<file path="src/csma_pkg.sv">
package csma_pkg;

	localparam int WINDOW_DEF = 10;

	localparam int CODE_W  = 16;
	localparam int GAIN_W  = 32;
	localparam int CAL_W   = 24;
	localparam int FS_W    = 15;
	localparam int LIGHT_W = 14;
	localparam int PROD_W  = CODE_W + GAIN_W;
	localparam int DEN_W   = FS_W;

	localparam int CFG_INDEX_W = 3;
	localparam int CFG_DATA_W  = 32;

	localparam logic [CFG_INDEX_W-1:0] REG_PH_GAIN    = 3'd0;
	localparam logic [CFG_INDEX_W-1:0] REG_PH_OFFSET  = 3'd1;
	localparam logic [CFG_INDEX_W-1:0] REG_EC_GAIN    = 3'd2;
	localparam logic [CFG_INDEX_W-1:0] REG_EC_OFFSET  = 3'd3;
	localparam logic [CFG_INDEX_W-1:0] REG_FULL_SCALE = 3'd4;

	localparam int PH_WIN_RST_VAL = 7000;
	localparam int EC_WIN_RST_VAL = 1000;

	localparam logic signed [GAIN_W-1:0] GAIN_RST      = '0;
	localparam logic signed [CAL_W-1:0]  PH_OFFSET_RST = 24'sd7000;
	localparam logic signed [CAL_W-1:0]  EC_OFFSET_RST = 24'sd1000;
	localparam logic [FS_W-1:0]          FS_RST        = 15'd26400;

	localparam logic signed [CAL_W-1:0] CAL_MAX = 24'sh7FFFFF;
	localparam logic signed [CAL_W-1:0] CAL_MIN = 24'sh800000;

	localparam logic [LIGHT_W-1:0]      LIGHT_MAX   = 14'd10000;
	localparam logic signed [GAIN_W-1:0] LIGHT_SCALE = 32'sd10000;

	typedef struct packed {
		logic signed [CODE_W-1:0] ph_code;
		logic signed [CODE_W-1:0] ec_code;
		logic signed [CODE_W-1:0] light_code;
	} in_t;

	typedef struct packed {
		logic signed [CAL_W-1:0] ph_average;
		logic signed [CAL_W-1:0] ec_average;
		logic [LIGHT_W-1:0]      light_percent;
	} out_t;

endpackage

</file>
<file path="src/csma_div.sv">
module csma_div #(
	parameter int NUM_W = 30
) (
	input  logic                        clk,
	input  logic                        arst_n,
	input  logic                        start,
	input  logic [NUM_W-1:0]            num,
	input  logic [csma_pkg::DEN_W-1:0]  den,
	output logic                        done,
	output logic [NUM_W-1:0]            quo
);
	import csma_pkg::*;

	// radix-4 restoring divider, two quotient bits per cycle
	localparam int STEPS = NUM_W / 2;
	localparam int CNT_W = $clog2(STEPS + 1);

	logic             running_q;
	logic             done_q;
	logic [CNT_W-1:0] cnt_q;
	logic [DEN_W:0]   rem_q;
	logic [DEN_W:0]   rem_nx;
	logic [NUM_W-1:0] quo_q;
	logic [NUM_W-1:0] quo_nx;
	logic [DEN_W-1:0] den_q;

	always_comb begin
		rem_nx = rem_q;
		quo_nx = quo_q;
		for (int k = 0; k < 2; k++) begin
			rem_nx = {rem_nx[DEN_W-1:0], quo_nx[NUM_W-1]};
			quo_nx = {quo_nx[NUM_W-2:0], 1'b0};
			if (rem_nx >= {1'b0, den_q}) begin
				rem_nx    = rem_nx - {1'b0, den_q};
				quo_nx[0] = 1'b1;
			end
		end
	end

	always_ff @(posedge clk or negedge arst_n) begin
		if (!arst_n) begin
			running_q <= 1'b0;
			done_q    <= 1'b0;
			cnt_q     <= '0;
		end else begin
			done_q <= 1'b0;
			if (start) begin
				running_q <= 1'b1;
				cnt_q     <= CNT_W'(STEPS);
			end else if (running_q) begin
				cnt_q <= cnt_q - 1'b1;
				if (cnt_q == CNT_W'(1)) begin
					running_q <= 1'b0;
					done_q    <= 1'b1;
				end
			end
		end
	end

	always_ff @(posedge clk) begin
		if (start) begin
			rem_q <= '0;
			quo_q <= num;
			den_q <= den;
		end else if (running_q) begin
			rem_q <= rem_nx;
			quo_q <= quo_nx;
		end
	end

	assign done = done_q;
	assign quo  = quo_q;

endmodule

</file>
<file path="src/calibrated_sensor_moving_average.sv">
// Calibrated sensor moving average. Each input transaction carries one pH, conductivity and
// light converter code set. pH and conductivity are calibrated as (code * gain) >>> 16 + offset,
// saturated to 24-bit signed, pushed into a WINDOW-deep ring window each, and the window means
// (truncated toward zero) are returned together with light in hundredths of a percent of
// light_full_scale, clamped to 0..10000. One result transaction follows each input transaction.
// Window sums are kept as running sums; the three divisions share one radix-4 divider that
// resolves two quotient bits per cycle over a 30-bit numerator. After an acceptance in_ready
// returns once the last division is done (the light division is skipped when the light code
// is not positive), and later while the previous result still waits for out_ready. in_ready
// is high only while the block is idle; a
// finished result waits in the output register and the next transaction can be accepted
// meanwhile. Configuration is a plain write port: cfg_we, cfg_index (0 ph_gain, 1 ph_offset,
// 2 ec_gain, 3 ec_offset, 4 light_full_scale), cfg_data; other indexes are ignored.
module calibrated_sensor_moving_average #(
	parameter int WINDOW = csma_pkg::WINDOW_DEF
) (
	input  logic                             clk,
	input  logic                             arst_n,
	input  logic                             cfg_we,
	input  logic [csma_pkg::CFG_INDEX_W-1:0] cfg_index,
	input  logic [csma_pkg::CFG_DATA_W-1:0]  cfg_data,
	input  logic                             in_valid,
	output logic                             in_ready,
	input  csma_pkg::in_t                    in_data,
	output logic                             out_valid,
	input  logic                             out_ready,
	output csma_pkg::out_t                   out_data
);
	import csma_pkg::*;

	localparam int PW      = $clog2(WINDOW);
	localparam int SUM_W   = CAL_W + PW;
	localparam int NUM_RAW = (SUM_W > 29) ? SUM_W : 29;
	localparam int NUM_W   = NUM_RAW + (NUM_RAW % 2);

	localparam logic signed [SUM_W-1:0] PH_SUM_RST = SUM_W'(PH_WIN_RST_VAL * WINDOW);
	localparam logic signed [SUM_W-1:0] EC_SUM_RST = SUM_W'(EC_WIN_RST_VAL * WINDOW);
	localparam logic signed [CAL_W-1:0] PH_WIN_RST = CAL_W'(PH_WIN_RST_VAL);
	localparam logic signed [CAL_W-1:0] EC_WIN_RST = CAL_W'(EC_WIN_RST_VAL);

	typedef enum logic [8:0] {
		S_IDLE   = 9'b000000001,
		S_PH_MUL = 9'b000000010,
		S_PH_CAL = 9'b000000100,
		S_EC_CAL = 9'b000001000,
		S_WRITE  = 9'b000010000,
		S_DIV_PH = 9'b000100000,
		S_DIV_EC = 9'b001000000,
		S_DIV_LT = 9'b010000000,
		S_OUT    = 9'b100000000
	} state_t;

	state_t state_q;

	logic signed [GAIN_W-1:0] ph_gain_q;
	logic signed [CAL_W-1:0]  ph_offset_q;
	logic signed [GAIN_W-1:0] ec_gain_q;
	logic signed [CAL_W-1:0]  ec_offset_q;
	logic [FS_W-1:0]          fs_q;

	in_t                      in_q;
	logic signed [PROD_W-1:0] prod_q;
	logic signed [CAL_W-1:0]  cal_ph_q;
	logic signed [CAL_W-1:0]  cal_ec_q;
	logic signed [SUM_W-1:0]  ph_sum_q;
	logic signed [SUM_W-1:0]  ec_sum_q;
	logic [2*CAL_W-1:0]       mem_q [WINDOW];
	logic [2*CAL_W-1:0]       rd_q;
	logic [WINDOW-1:0]        valid_q;
	logic [PW-1:0]            pos_q;
	logic signed [CAL_W-1:0]  ph_avg_q;
	logic signed [CAL_W-1:0]  ec_avg_q;
	logic [LIGHT_W-1:0]       light_q;
	out_t                     out_q;
	logic                     out_valid_q;

	logic signed [CODE_W-1:0] mul_a;
	logic signed [GAIN_W-1:0] mul_b;
	logic signed [PROD_W-1:0] mul_p;
	logic signed [CAL_W-1:0]  cal_off;
	logic signed [32:0]       cal_sum;
	logic signed [CAL_W-1:0]  cal_sat;
	logic signed [CAL_W-1:0]  old_ph;
	logic signed [CAL_W-1:0]  old_ec;
	logic [SUM_W-1:0]         ph_mag;
	logic [SUM_W-1:0]         ec_mag;
	logic                     light_pos;
	logic                     div_start;
	logic                     div_done;
	logic [NUM_W-1:0]         div_num;
	logic [DEN_W-1:0]         div_den;
	logic [NUM_W-1:0]         div_quo;
	logic signed [CAL_W-1:0]  quo_s;
	logic                     out_load;

	// shared multiplier
	always_comb begin
		unique case (state_q)
			S_PH_MUL: begin
				mul_a = in_q.ph_code;
				mul_b = ph_gain_q;
			end
			S_PH_CAL: begin
				mul_a = in_q.ec_code;
				mul_b = ec_gain_q;
			end
			default: begin
				mul_a = in_q.light_code;
				mul_b = LIGHT_SCALE;
			end
		endcase
	end

	assign mul_p = PROD_W'(mul_a) * PROD_W'(mul_b);

	// floor shift, offset, saturate
	assign cal_off = (state_q == S_PH_CAL) ? ph_offset_q : ec_offset_q;
	assign cal_sum = 33'(prod_q >>> 16) + 33'(cal_off);

	always_comb begin
		priority if (cal_sum > 33'(CAL_MAX))
			cal_sat = CAL_MAX;
		else if (cal_sum < 33'(CAL_MIN))
			cal_sat = CAL_MIN;
		else
			cal_sat = cal_sum[CAL_W-1:0];
	end

	assign old_ph = valid_q[pos_q] ? rd_q[2*CAL_W-1:CAL_W] : PH_WIN_RST;
	assign old_ec = valid_q[pos_q] ? rd_q[CAL_W-1:0] : EC_WIN_RST;

	assign ph_mag    = ph_sum_q[SUM_W-1] ? SUM_W'(-ph_sum_q) : ph_sum_q;
	assign ec_mag    = ec_sum_q[SUM_W-1] ? SUM_W'(-ec_sum_q) : ec_sum_q;
	assign light_pos = in_q.light_code > $signed(CODE_W'(0));

	always_comb begin
		unique case (state_q)
			S_WRITE:  div_num = NUM_W'(ph_mag);
			S_DIV_PH: div_num = NUM_W'(ec_mag);
			default:  div_num = prod_q[NUM_W-1:0];
		endcase
	end

	assign div_den   = (state_q == S_DIV_EC) ? ((fs_q == '0) ? DEN_W'(1) : fs_q)
		: DEN_W'(WINDOW);
	assign div_start = (state_q == S_WRITE)
		|| (div_done && (state_q == S_DIV_PH))
		|| (div_done && (state_q == S_DIV_EC) && light_pos);
	assign quo_s     = div_quo[CAL_W-1:0];

	csma_div #(
		.NUM_W(NUM_W)
	) u_div (
		.clk   (clk),
		.arst_n(arst_n),
		.start (div_start),
		.num   (div_num),
		.den   (div_den),
		.done  (div_done),
		.quo   (div_quo)
	);

	assign out_load = (state_q == S_OUT) && (!out_valid_q || out_ready);

	always_ff @(posedge clk or negedge arst_n) begin
		if (!arst_n) begin
			ph_gain_q   <= GAIN_RST;
			ph_offset_q <= PH_OFFSET_RST;
			ec_gain_q   <= GAIN_RST;
			ec_offset_q <= EC_OFFSET_RST;
			fs_q        <= FS_RST;
		end else if (cfg_we) begin
			unique case (cfg_index)
				REG_PH_GAIN:    ph_gain_q   <= cfg_data;
				REG_PH_OFFSET:  ph_offset_q <= cfg_data[CAL_W-1:0];
				REG_EC_GAIN:    ec_gain_q   <= cfg_data;
				REG_EC_OFFSET:  ec_offset_q <= cfg_data[CAL_W-1:0];
				REG_FULL_SCALE: fs_q        <= cfg_data[FS_W-1:0];
				default: ;
			endcase
		end
	end

	always_ff @(posedge clk or negedge arst_n) begin
		if (!arst_n) begin
			state_q     <= S_IDLE;
			ph_sum_q    <= PH_SUM_RST;
			ec_sum_q    <= EC_SUM_RST;
			valid_q     <= '0;
			pos_q       <= '0;
			out_valid_q <= 1'b0;
		end else begin
			if (out_load)
				out_valid_q <= 1'b1;
			else if (out_ready)
				out_valid_q <= 1'b0;

			unique case (state_q)
				S_IDLE: begin
					if (in_valid)
						state_q <= S_PH_MUL;
				end
				S_PH_MUL: state_q <= S_PH_CAL;
				S_PH_CAL: state_q <= S_EC_CAL;
				S_EC_CAL: begin
					ph_sum_q <= ph_sum_q - SUM_W'(old_ph) + SUM_W'(cal_ph_q);
					state_q  <= S_WRITE;
				end
				S_WRITE: begin
					ec_sum_q       <= ec_sum_q - SUM_W'(old_ec) + SUM_W'(cal_ec_q);
					valid_q[pos_q] <= 1'b1;
					pos_q          <= (pos_q == PW'(WINDOW - 1)) ? '0 : pos_q + 1'b1;
					state_q        <= S_DIV_PH;
				end
				S_DIV_PH: begin
					if (div_done)
						state_q <= S_DIV_EC;
				end
				S_DIV_EC: begin
					if (div_done)
						state_q <= light_pos ? S_DIV_LT : S_OUT;
				end
				S_DIV_LT: begin
					if (div_done)
						state_q <= S_OUT;
				end
				S_OUT: begin
					if (out_load)
						state_q <= S_IDLE;
				end
				default: state_q <= S_IDLE;
			endcase
		end
	end

	always_ff @(posedge clk) begin
		rd_q <= mem_q[pos_q];
		if (state_q == S_WRITE)
			mem_q[pos_q] <= {cal_ph_q, cal_ec_q};
	end

	always_ff @(posedge clk) begin
		if (in_valid && in_ready)
			in_q <= in_data;
		if (state_q == S_PH_MUL || state_q == S_PH_CAL || state_q == S_EC_CAL)
			prod_q <= mul_p;
		if (state_q == S_PH_CAL)
			cal_ph_q <= cal_sat;
		if (state_q == S_EC_CAL)
			cal_ec_q <= cal_sat;
		if (div_done && state_q == S_DIV_PH)
			ph_avg_q <= ph_sum_q[SUM_W-1] ? -quo_s : quo_s;
		if (div_done && state_q == S_DIV_EC) begin
			ec_avg_q <= ec_sum_q[SUM_W-1] ? -quo_s : quo_s;
			light_q  <= '0;
		end
		if (div_done && state_q == S_DIV_LT)
			light_q <= (div_quo > NUM_W'(LIGHT_MAX)) ? LIGHT_MAX : div_quo[LIGHT_W-1:0];
		if (out_load) begin
			out_q.ph_average    <= ph_avg_q;
			out_q.ec_average    <= ec_avg_q;
			out_q.light_percent <= light_q;
		end
	end

	assign in_ready  = (state_q == S_IDLE);
	assign out_valid = out_valid_q;
	assign out_data  = out_q;

	a_pos_advance: assert property (@(posedge clk) disable iff (!arst_n)
		state_q == S_WRITE |=> pos_q == (($past(pos_q) == PW'(WINDOW - 1)) ? '0
			: PW'($past(pos_q) + 1'b1)))
		else $error("ring position did not advance after window write");

	a_div_state: assert property (@(posedge clk) disable iff (!arst_n)
		div_done |-> (state_q == S_DIV_PH || state_q == S_DIV_EC || state_q == S_DIV_LT))
		else $error("divider finished outside a divide step");

	a_light_clamp: assert property (@(posedge clk) disable iff (!arst_n)
		out_valid |-> out_data.light_percent <= LIGHT_MAX)
		else $error("light percent above full scale");

	a_no_accept_busy: assert property (@(posedge clk) disable iff (!arst_n)
		div_start |-> !in_ready)
		else $error("divider started while idle");

endmodule

</file>
<file path="config.mk">
export PLATFORM = sky130hd
export DESIGN_NAME = calibrated_sensor_moving_average
export DESIGN_NICKNAME = d
export VERILOG_FILES = /design/src/csma_pkg.sv /design/src/csma_div.sv /design/src/calibrated_sensor_moving_average.sv
export SDC_FILE = /design/constraint.sdc
export NUM_CORES = 2
export LEC_CHECK = 0
export BUFFER_PORTS_ARGS = -buffer_cell sky130_fd_sc_hd__buf_2
export CORE_MARGIN = 3
export CORE_UTILIZATION = 40
export DETAILED_ROUTE_END_ITERATION = 6
export PLACE_DENSITY_LB_ADDON = 0.1
export SLEW_MARGIN = 25
export SYNTH_ARGS = -nofsm -noshare
export SYNTH_HDL_FRONTEND = slang
export SYNTH_HIERARCHICAL = 1
export SYNTH_SLANG_ARGS = --single-unit
</file>
<file path="constraint.sdc">
create_clock -name clk -period 7.95 [get_ports clk]
set_input_delay 1.1925 -clock clk [delete_from_list [all_inputs] [get_ports clk]]
set_output_delay 1.1925 -clock clk [all_outputs]
set_load 0.02 [all_outputs]
</file>
==> results.txt <==
GRT Util Overall: 21.8%
RSZ-0062 raised after global routing: true
Async SR Flop Fraction: 19.9%
Die Y: 414 µm
Hold Buf Count CTS: 0
layout cells sized above 1: 23.1%
dpl hpwl: 140,000 µm
DIE AREA: 172,000 µm²
DRT Wirelength: 189,000 µm
Hold Fails Final Rpt: 0
DR pass1 iterations: 6
core region area: 165,000 µm²
failing checks: negative setup slack
initial antenna violation count: 15
crit path kind: reg2reg
crit path time final: 8290 ps
most frequent cells in the layout: edfxtp_1, inv_1, fa_1
Worst-path clk slew: 60 ps
Area Growth Syn to Fin: 18.9%
first-pass GRT wire length: 285,000 µm
Worst Path Arrival: 8760 ps
sequential area share after synthesis: 45.7%
DRC: 0
HP Class: reg2reg
clk_lat worst skew: 760 ps
commonest non-fill, non-tap cell in the layout: edfxtp_1
met1 WL: 85,000 µm
Worst path max stage delay: 540 ps
Worst Setup End Kind: flip-flop
number of global-route vias before repair: 45,200
average via count per standard cell: 5.20
relative slew slack: 26.9%
RePlAce Congestion: 0.930
Antenna Violating Nets Remaining: 0
R2R cell count: 33
CTS Buffer Depth: 3
CTS tree: done
Max-Cap Viols: 0
Worst path slowest cell: or4_4
hold depth: 0
met3 WL: 8820 µm
Primary FF master, synth: edfxtp_1
pre-CTS setup slack: -1020 ps
Final period util: 104%
Yosys warning total: 6
nets: 7,029
reg2reg setup slack: -340 ps
Endpoint, Worst Hold: out_data[0]
largest net degree at the start of global routing: 136
number of CTS-inserted buffers: 117
DR WL/cell: 22.3 µm
Post-Syn Instances: 5,619
IO Pins: 152
status: complete, but fails checks
met2 WL: 90,100 µm
die width: 414 µm
Core Rows: 149
CTS Sinks: 1,069
Reg-to-Reg Start: state_q[8]
FF+latch count, synth: 1,069
Starting Density: 40.3%
clock skew: 62.8 ps
port bufs: 151
number of synthesized flops with an enable pin: 793
top layer in use: met5
hold_sp: light_q[0]
setup slack after layout: -337 ps
Avg Cell Area, Syn: 11.9 µm²
Synth Cell Area: 66,700 µm²
gr ovfl total: 0
TNS Setup: -2860 ps
crit path launch type: flip-flop
initial DRC count: 2,895
Critical Path Fanout Max: 8
vias: 44,000
CP required: 8420 ps
count of cell types in the netlist: 85
Critical R2R Capture: prod_q[23]
Max Freq: 121 MHz
H-tree depth: 3
Root Driver: clkbuf_16
cell mode on critical path: buf_4
syn nets: 6,489
slew at the pin closest to its max-slew limit: 1100 ps
Finish-stage setup viols: 14
count of pins over their slew limit: 0
registers in the layout, indices dropped and copies added, names as in the netlist, 10 cells and up:
name and count:
ph_offset_q 24, fs_q 15, mem_q 480, ph_gain_q 32, ec_avg_q 24, prod_q 48
ec_offset_q 24, out_data 62, ph_avg_q 24, rd_q 48, cal_ec_q 24, ec_gain_q 32
valid_q 10, u_div/den_q 15, light_q 14, u_div/rem_q 15, u_div/quo 30, in_q 48
ec_sum_q 28, ph_sum_q 28, cal_ph_q 24
critical path: cells and delay by family (launching register included):
family / cells / cell delay (ps)
adders and majority gates: 7 / 3110
and+or+nand+nor: 6 / 1520
buffers and inverters: 12 / 1430
AOI/OAI and AO/OA: 7 / 1380
DFF: 1 / 380
xor gates and xnor gates: 1 / 150
logic make-up (layout without fill, tap and decap cells):
kind of cell	after synthesis	in the layout	share of synthesized area (%)
AOI/OAI and AO/OA	810	810	7.94
and+or+nand+nor	1345	1346	9.24
xor gates and xnor gates	246	246	3.23
other	0	6	0
DFF	1069	1069	45.7
adders and majority gates	782	782	20.8
buffers and inverters	1025	1665	5.81
muxes	342	342	7.32
cell type report:
type                            instances  area (µm²)
Clock inverter                         67         697
Inverter                              799        3000
Sequential cell                      1069       30500
Fill cell                           15000       86100
Tap cell                             2189        2740
Multi-Input combinational cell       3526       33800
Antenna cell                            6        15.0
Clock buffer                          153        3190
Timing Repair Buffer                  646        5350
layer usage:
metal | vias to the layer above | GRT usage [%]
met5 | - | 0
met4 | 2 | 5.33
met3 | 235 | 2.95
met2 | 963 | 36.0
met1 | 22600 | 30.6
li1 | 20200 | -
worst max path at each step:
stage,start,to,slack (ps)
detailed placement,state_q[8],prod_q[46],-1020
finish,state_q[8],prod_q[23],-340
global route,state_q[8],prod_q[47],-630
global placement,state_q[8],prod_q[46],-1000
CTS,state_q[8],prod_q[47],-440
floorplan,state_q[8],prod_q[47],-10
synth_stat cells, types with 11 or more instances:
| library cell | count | area (µm²) |
|---|---|---|
| inv_1 | 797 | 2990 |
| o21bai_1 | 20 | 150 |
| o21a_1 | 24 | 180 |
| a22o_1 | 29 | 254 |
| a31oi_1 | 17 | 106 |
| clkbuf_1 | 187 | 702 |
| dfrtp_1 | 182 | 4550 |
| a21o_1 | 74 | 556 |
| a21oi_1 | 185 | 926 |
| nand2b_1 | 31 | 194 |
| nand4_1 | 20 | 125 |
| and3_1 | 29 | 181 |
| xor2_1 | 66 | 578 |
| a22oi_1 | 49 | 368 |
| nand2_1 | 547 | 2050 |
| buf_1 | 26 | 97.6 |
| nor2b_1 | 67 | 419 |
| mux2i_1 | 61 | 611 |
| nand3_1 | 38 | 190 |
| edfxtp_1 | 793 | 23800 |
| a211oi_1 | 76 | 571 |
| and2_1 | 80 | 500 |
| or4_1 | 12 | 90.1 |
| nor3_1 | 40 | 200 |
| nor4_1 | 19 | 119 |
| ha_1 | 239 | 2990 |
| dfxtp_1 | 63 | 1260 |
| dfstp_2 | 31 | 815 |
| buf_2 | 11 | 55.1 |
| xnor2_1 | 180 | 1580 |
| o31ai_1 | 25 | 188 |
| or2_2 | 24 | 150 |
| mux4_2 | 98 | 2210 |
| fa_1 | 543 | 10900 |
| or3_1 | 24 | 150 |
| mux2_2 | 183 | 2060 |
| nor2_1 | 369 | 1390 |
| o211ai_1 | 15 | 113 |
| o21ai_0 | 194 | 971 |
through the flow:
| stage | std cells | utilization, % | cell area [µm²] | hold WS (ps) |
|---|---|---|---|---|
| after floorplan | 5619 | - | 66800 | 400 |
| after global placement | 8171 | 44.4 | 73400 | 402 |
| after detailed placement | 8171 | 44.4 | 73400 | 405 |
| after CTS | 8403 | 47.0 | 77700 | 417 |
| after global routing | 8449 | 47.9 | 79200 | 423 |
| final | 8455 | 47.9 | 79300 | 415 |
timing repair:
item	in CTS	in global routing
cloned	2	6
resized for setup	97	251
endpoints found under the setup margin	30	29
hold endpoints to repair	0	0
pin swaps	34	74
buffers inserted	10	45
Power is left out: the tool's default activity adds up to more than one toggle a clock period on the data nets, which glitch-free logic cannot reach.
